==> src/sv/rac_pkg.sv <==
package rac_pkg;

	localparam int FIELD_W = 32;
	localparam int DATA_WIDTH_DEF = 32;

	localparam logic [2:0] CMD_LOAD = 3'd0;
	localparam logic [2:0] CMD_ADD  = 3'd1;
	localparam logic [2:0] CMD_SUB  = 3'd2;
	localparam logic [2:0] CMD_MUL  = 3'd3;
	localparam logic [2:0] CMD_DIV  = 3'd4;

	localparam logic [1:0] MSEL_P0 = 2'd0;
	localparam logic [1:0] MSEL_P1 = 2'd1;
	localparam logic [1:0] MSEL_P2 = 2'd2;

	typedef struct packed {
		logic [2:0]                 cmd;
		logic signed [FIELD_W-1:0]  operand_numerator;
		logic signed [FIELD_W-1:0]  operand_denominator;
	} req_t;

	typedef struct packed {
		logic signed [FIELD_W-1:0]  result_numerator;
		logic signed [FIELD_W-1:0]  result_denominator;
		logic                       overflow;
	} rsp_t;

	typedef struct packed {
		logic       load_in;
		logic       mul_en;
		logic [1:0] mul_sel;
		logic       comb;
		logic       gcd_step;
		logic       div_init;
		logic       div_step;
		logic       commit;
	} dp_cmd_t;

	typedef struct packed {
		logic arith;
		logic zero;
		logic gcd_eq;
		logic div_last;
	} dp_sts_t;

endpackage

==> src/sv/rac_ctrl.sv <==
module rac_ctrl (
	input  logic              clk,
	input  logic              arst_n,
	input  logic              cmd_valid,
	output logic              cmd_ready,
	output logic              rsp_valid,
	input  logic              rsp_ready,
	output rac_pkg::dp_cmd_t  dcmd,
	input  rac_pkg::dp_sts_t  sts
);

	localparam logic [2:0] S_IDLE = 3'd0;
	localparam logic [2:0] S_MUL0 = 3'd1;
	localparam logic [2:0] S_MUL1 = 3'd2;
	localparam logic [2:0] S_MUL2 = 3'd3;
	localparam logic [2:0] S_COMB = 3'd4;
	localparam logic [2:0] S_GCD  = 3'd5;
	localparam logic [2:0] S_DIV  = 3'd6;
	localparam logic [2:0] S_DONE = 3'd7;

	logic [2:0] state_q, state_nx;
	logic       rsp_valid_q;
	logic       accept;

	assign cmd_ready = (state_q == S_IDLE);
	assign accept    = cmd_valid && cmd_ready;
	assign rsp_valid = rsp_valid_q;

	always_comb begin
		state_nx = state_q;
		dcmd     = '0;
		unique case (state_q)
			S_IDLE: begin
				if (accept) begin
					dcmd.load_in = 1'b1;
					state_nx     = S_MUL0;
				end
			end
			S_MUL0: begin
				if (sts.arith) begin
					dcmd.mul_en  = 1'b1;
					dcmd.mul_sel = rac_pkg::MSEL_P0;
					state_nx     = S_MUL1;
				end else begin
					state_nx = S_DONE;
				end
			end
			S_MUL1: begin
				dcmd.mul_en  = 1'b1;
				dcmd.mul_sel = rac_pkg::MSEL_P1;
				state_nx     = S_MUL2;
			end
			S_MUL2: begin
				dcmd.mul_en  = 1'b1;
				dcmd.mul_sel = rac_pkg::MSEL_P2;
				state_nx     = S_COMB;
			end
			S_COMB: begin
				dcmd.comb = 1'b1;
				state_nx  = S_GCD;
			end
			S_GCD: begin
				priority if (sts.zero) begin
					state_nx = S_DONE;
				end else if (sts.gcd_eq) begin
					dcmd.div_init = 1'b1;
					state_nx      = S_DIV;
				end else begin
					dcmd.gcd_step = 1'b1;
				end
			end
			S_DIV: begin
				dcmd.div_step = 1'b1;
				if (sts.div_last) begin
					state_nx = S_DONE;
				end
			end
			S_DONE: begin
				if (!rsp_valid_q || rsp_ready) begin
					dcmd.commit = 1'b1;
					state_nx    = S_IDLE;
				end
			end
			default: begin
				state_nx = S_IDLE;
			end
		endcase
	end

	always_ff @(posedge clk or negedge arst_n) begin
		if (!arst_n) begin
			state_q     <= S_IDLE;
			rsp_valid_q <= 1'b0;
		end else begin
			state_q <= state_nx;
			if (dcmd.commit) begin
				rsp_valid_q <= 1'b1;
			end else if (rsp_ready) begin
				rsp_valid_q <= 1'b0;
			end
		end
	end

	a_commit_out: assert property (@(posedge clk) disable iff (!arst_n)
		dcmd.commit |=> rsp_valid && (state_q == S_IDLE))
		else $error("commit did not present a word");

	a_div_entry: assert property (@(posedge clk) disable iff (!arst_n)
		(state_q == S_DIV && $past(state_q) == S_GCD) |-> $past(sts.gcd_eq && !sts.zero))
		else $error("divide entered without gcd");

	a_one_item: assert property (@(posedge clk) disable iff (!arst_n)
		accept |=> !cmd_ready)
		else $error("second word taken while busy");

endmodule

==> config.mk <==
export PLATFORM = sky130hd
export DESIGN_NAME = rac_ctrl
export DESIGN_NICKNAME = d
export VERILOG_FILES = /design/src/sv/rac_pkg.sv /design/src/sv/rac_ctrl.sv
export SDC_FILE = /design/constraint.sdc
export NUM_CORES = 1
export LEC_CHECK = 0
export BUFFER_PORTS_ARGS = -buffer_cell sky130_fd_sc_hd__buf_4
export CAP_MARGIN = 20
export CORE_AREA = 2 2 39 41
export DETAILED_ROUTE_END_ITERATION = 12
export DIE_AREA = 0 0 41 43
export SYNTH_ARGS = -nofsm -noshare
export SYNTH_HDL_FRONTEND = slang
export SYNTH_SLANG_ARGS = --single-unit
==> constraint.sdc <==
create_clock -name clk -period 2.4 [get_ports clk]
set_input_delay 0.12 -clock clk [delete_from_list [all_inputs] [get_ports clk]]
set_output_delay 0.12 -clock clk [all_outputs]
set_load 0.02 [all_outputs]
After elaboration in Yosys (flattened, before gate mapping)
Cells that the tools add are included.
Word-level totals
  logic and storage cells: 40
  register bits: 4
  latch bits: 0
  memories: 0
  output and inout bits: 11
  bits in writable memories: 0
  input bits: 8
  bits in read-only memories: 0
Operators by class
  divide/modulo/power cells: 0
  multipliers: 0
  mux-type cells: 21
  equality and inequality tests: 11
  shift operators: 0
  add/sub/neg operators: 0
  $lt $le $gt $ge: 0
  bitwise gates (word level): 0
  reductions and logical operators: 6
Operators by type and width (count)
  3-bit one-hot mux with 8 select lines: 1
  3-bit 2-to-1 mux: 7
  3-bit equality test, second input constant: 4
  1-bit 2-to-1 mux: 10
  3-bit one-hot mux with 3 select lines: 1
  3-bit by 2-bit equality test with 1-bit output, second input constant: 2
  2-bit 2-to-1 mux: 2
  2-bit != test, second input constant: 2
  4-bit AND reduction: 1
  3-bit by 1-bit equality test with 1-bit output, second input constant: 1
  3-bit zero test: 1
  3-bit != test, second input constant: 1
  2-bit by 1-bit != test with 1-bit output, second input constant: 1
  2-bit nonzero test: 1
  1-bit logical AND: 1
  1-bit zero test: 1
  1-bit logical OR: 1

Logic depth before layout (Yosys ltp)
  word-level depth: 5
  depth in mapped cells: 4
  depth with buffers taken out: 3

Least setup slack after synthesis
OpenSTA, ideal clock, no wires.
  path kind: register to output
  start: reg state_q[2]
  end: out dcmd[8] (netlist bit)
  data required time: 2.280 ns
  slack: 0.807 ns
  cell stages (with the launch flop): 4
  data arrival time: 1.473 ns
  cell sequence: dfrtp_1 > buf_6 > nor3_1 > and2_1
RTL lines
  start, declared: RTL line rac_ctrl.sv:21  | logic [2:0] state_q, state_nx;
  start signal, assigned: RTL line rac_ctrl.sv:95  | state_q <= state_nx;
  end, declared: RTL line rac_ctrl.sv:8  | output rac_pkg::dp_cmd_t dcmd,

==> results.rst <==
.. list-table::
   :header-rows: 1

   * - Metric
     - Value
   * - Run status
     - finished clean
   * - Number of search-and-repair iterations in the first detailed-routing pass
     - 3
   * - Clock net sink count
     - 4
   * - Number of failing setup endpoints in the final timing report
     - 0
   * - Setup slack of the worst register-to-register path
     - 1.00 ns
   * - Ports
     - 19
   * - Startpoint of the worst-slack reg-to-reg timing path
     - state_q[2]$_DFFE_PN0P_
   * - Leading cell types in the layout, fill and taps excluded
     - sky130_fd_sc_hd__buf_4, sky130_fd_sc_hd__inv_1, sky130_fd_sc_hd__nor2_1, sky130_fd_sc_hd__nand2_1, sky130_fd_sc_hd__dfrtp_1
   * - Type of the worst setup path
     - reg2out
   * - Post-synth design cell area
     - approximately 350 um^2
   * - Number of H-tree levels
     - 1
   * - Clock slew at the register clock pins of the worst setup and hold paths
     - 0.04 ns
   * - CTS tree
     - built
   * - Minimum clock period
     - roughly 1.5 ns
   * - Number of cells on the worst reg-to-reg path
     - 3
   * - Number of max-slew violations in the final report
     - 0
   * - WP data arrival
     - ~1.4 ns
   * - Pin count of the biggest net entering global routing
     - 15
   * - # DRC
     - 0
   * - Post-synthesis sequential element count
     - 4
   * - Cell Rows
     - 14
   * - Synthesized netlist net count
     - between 40 and 50
   * - Buffering stage count on the worst path with inverters included
     - 1
   * - Post-synthesis average cell area
     - between 8 and 9 um^2
   * - Routed length on met2
     - 414 um
   * - Die W
     - about 41 um
   * - Crit-path slowest cell
     - sky130_fd_sc_hd__dfrtp_1
   * - Die Y-Extent
     - between 40 and 50 um
   * - Diode count
     - 0
   * - Final antenna-violating net count
     - 0
   * - Post-synthesis cell type count
     - 23
   * - DR top layer
     - met3
   * - Crit-path leading delay family
     - simple AND/OR/NAND/NOR gates
   * - Measured slew at the worst slew-check pin
     - roughly 0.41 ns
   * - Worst-Skew Late Latency
     - approximately 0.23 ns
   * - Maximum clock insertion buffer count
     - 2
   * - Detailed Route WL
     - roughly 850 um
   * - Setup repair after global routing missed its margin
     - no
   * - First-pass GRT wire length
     - roughly 1.2 mm
   * - Worst vdd ir
     - ~0.44 mV
   * - Max Freq
     - about 650 MHz
   * - Largest fanout of any net on the critical path
     - 14
   * - Post-DP Area
     - between 400 and 500 um^2
   * - Endpoint of the worst hold-timing path
     - state_q[2]$_DFFE_PN0P_
   * - Number of standard cells after synthesis
     - 40
   * - Startpoint of the tightest hold check path
     - cmd_valid
   * - DR vias
     - 340
   * - Power Dens Cells
     - roughly 1200 nW/um^2
   * - Detailed placement HPWL
     - 611.4 um
   * - Startpoint kind of the worst setup timing path
     - register
   * - Area growth from synthesis to layout
     - 44.09%
   * - Max-slew headroom at the worst pin
     - 0.7246
   * - Hold Violations, Final
     - 0
   * - Global route overflow
     - 0
   * - Worst hold path type
     - in2reg
   * - Sequential share of the synthesized area
     - 0.2867
   * - Design Area, Final
     - a little over 500 um^2
   * - Pleak
     - approximately 0.24 nW
   * - Number of antenna violations at the first check in global routing
     - 0
   * - Number of global-route vias before repair
     - 300
   * - Final worst path period share
     - 0.6416
   * - Number of synthesis warnings
     - 0
   * - Layout cell share with drive strength beyond 1
     - 0.4068
   * - First DRT Iteration DRCs
     - 6
   * - Worst setup EP type
     - primary output
   * - Total die area
     - 1763 um^2
   * - Resize count post-CTS
     - 0
   * - GR Util All Layers
     - 0.1079
   * - Count of filler cells inserted in the layout
     - approximately 140
   * - Floorplan Core Area
     - approximately 1400 um^2
   * - Number of nets in the layout
     - between 60 and 70
   * - End of the worst register-to-register path
     - state_q[2]$_DFFE_PN0P_
   * - Via-per-instance ratio
     - 4.533
   * - Max-Cap Viols
     - 0
   * - Detailed-routed wire length on met3
     - 58 um
   * - Most common cell after layout, fill and taps aside
     - sky130_fd_sc_hd__buf_4
   * - Wire per inst
     - around 11 um
   * - Largest stage delay on the critical path
     - roughly 0.51 ns
   * - Cell-by-cell trace of the critical path
     - nor3_1 > and2_1 > buf_4
   * - Initial Utilization
     - 0.2523
   * - Hold depth
     - 3
   * - Routed met1 length
     - approximately 370 um
   * - Setup TNS
     - 0 ns
   * - Last weighted congestion value of the routability-driven placer
     - 0.6768
   * - Total CTS buffers
     - 3
   * - Cell at the root of the clock tree
     - sky130_fd_sc_hd__clkbuf_4
   * - Worst hold margin
     - approximately 0.16 ns
   * - Required time at the worst-slack endpoint
     - 2.28 ns
   * - Total of buffers placed on input and output ports
     - 18
   * - Final clock skew
     - around 0.00033 ns
==> cell usage after synthesis, drive strengths merged <==
library cell	number	share of area
nor2	4	0.043
buf	3	0.097
and4b	1	0.029
nand3	1	0.029
nand4bb	2	0.065
a311o	1	0.029
nand2	4	0.043
a311oi	1	0.025
or3b	1	0.025
nand2b	1	0.018
a2bb2oi	1	0.025
and2	1	0.018
nor3b	3	0.079
nor2b	1	0.018
o21ai	2	0.029
nor3	2	0.043
o22ai	1	0.018
dfrtp	4	0.29
o2bb2ai	1	0.025
inv	4	0.043
a21oi	1	0.014
==> worst reg2reg max path, stage by stage (launching register included) <==
cell and delay (ns):
sky130_fd_sc_hd__dfrtp_1 0.51, sky130_fd_sc_hd__or3b_1 0.42, sky130_fd_sc_hd__and4b_1 0.21, sky130_fd_sc_hd__a2bb2oi_1 0.13
==> worst max path at each step <==
stage	startpoint	end	slack [ns]	depth (start not counted)
global route	state_q[2]$_DFFE_PN0P_	dcmd[8]	0.74	3
finish	state_q[2]$_DFFE_PN0P_	dcmd[8]	0.86	3
detailed placement	state_q[2]$_DFFE_PN0P_	state_q[2]$_DFFE_PN0P_	1.00	3
CTS	state_q[2]$_DFFE_PN0P_	dcmd[8]	0.84	3
floorplan	state_q[2]$_DFFE_PN0P_	dcmd[8]	0.81	3
global placement	state_q[2]$_DFFE_PN0P_	state_q[2]$_DFFE_PN0P_	1.05	3
==> cell type report <==
type	instances	area [um^2]	area share
sequential	4	100.1	0.1990
tap	16	20.02	0.03980
inverter	4	15.01	0.02985
multi-input combinational	29	200.2	0.3980
timing repair buffer	19	145.1	0.2886
clock buffer	3	22.52	0.04478
==> registers in the layout, summed over array words and instances (netlist names) <==
signal	cells
rsp_valid	1
state_q	3
==> metrics by stage <==
step | total power [mW] | cells | utilization | worst slack, ns
final | 0.6192 | 75 | 0.3635 | 0.8603
after global routing | 0.6739 | 75 | 0.3635 | 0.7380
after CTS | 0.6284 | 75 | 0.3635 | 0.8427
after detailed placement | 0.5381 | 71 | 0.3400 | 1.003
after global placement | 0.5277 | 71 | 0.3400 | 1.048
after floorplan | 0.4552 | 40 | - | 0.8073
==> power by group <==
part / leakage (nW) / internal, mW / switching [mW] / total (mW)
sequential: 0.0472 / 0.100 / 0.0894 / 0.190
clock: 0.0138 / 0.0558 / 0.0261 / 0.0820
combinational: 0.180 / 0.174 / 0.173 / 0.348
total: 0.241 / 0.330 / 0.289 / 0.619
==> cells by family (layout without fill, tap and decap cells) <==
logic type             Yosys count  count (layout)  share of synthesized area
and+or+nand+nor                 21              21                     0.4086
AOI/OAI and AO/OA                8               8                     0.1649
DFF                              4               4                     0.2867
buffers and inverters            7              26                     0.1398
==> what timing repair did <==
action | CTS | global route
endpoints found under the hold margin | 4 | 0
hold buffers | 1 | 0
buffers inserted | 0 | 0
==> per-layer routing <==
layer	global-route usage	vias up
met4	0.1200	0
met1	0.1303	148
met2	0.1500	10
met3	0.005236	0
met5	0	-
li1	-	182
(Power assumes the default switching activity.)
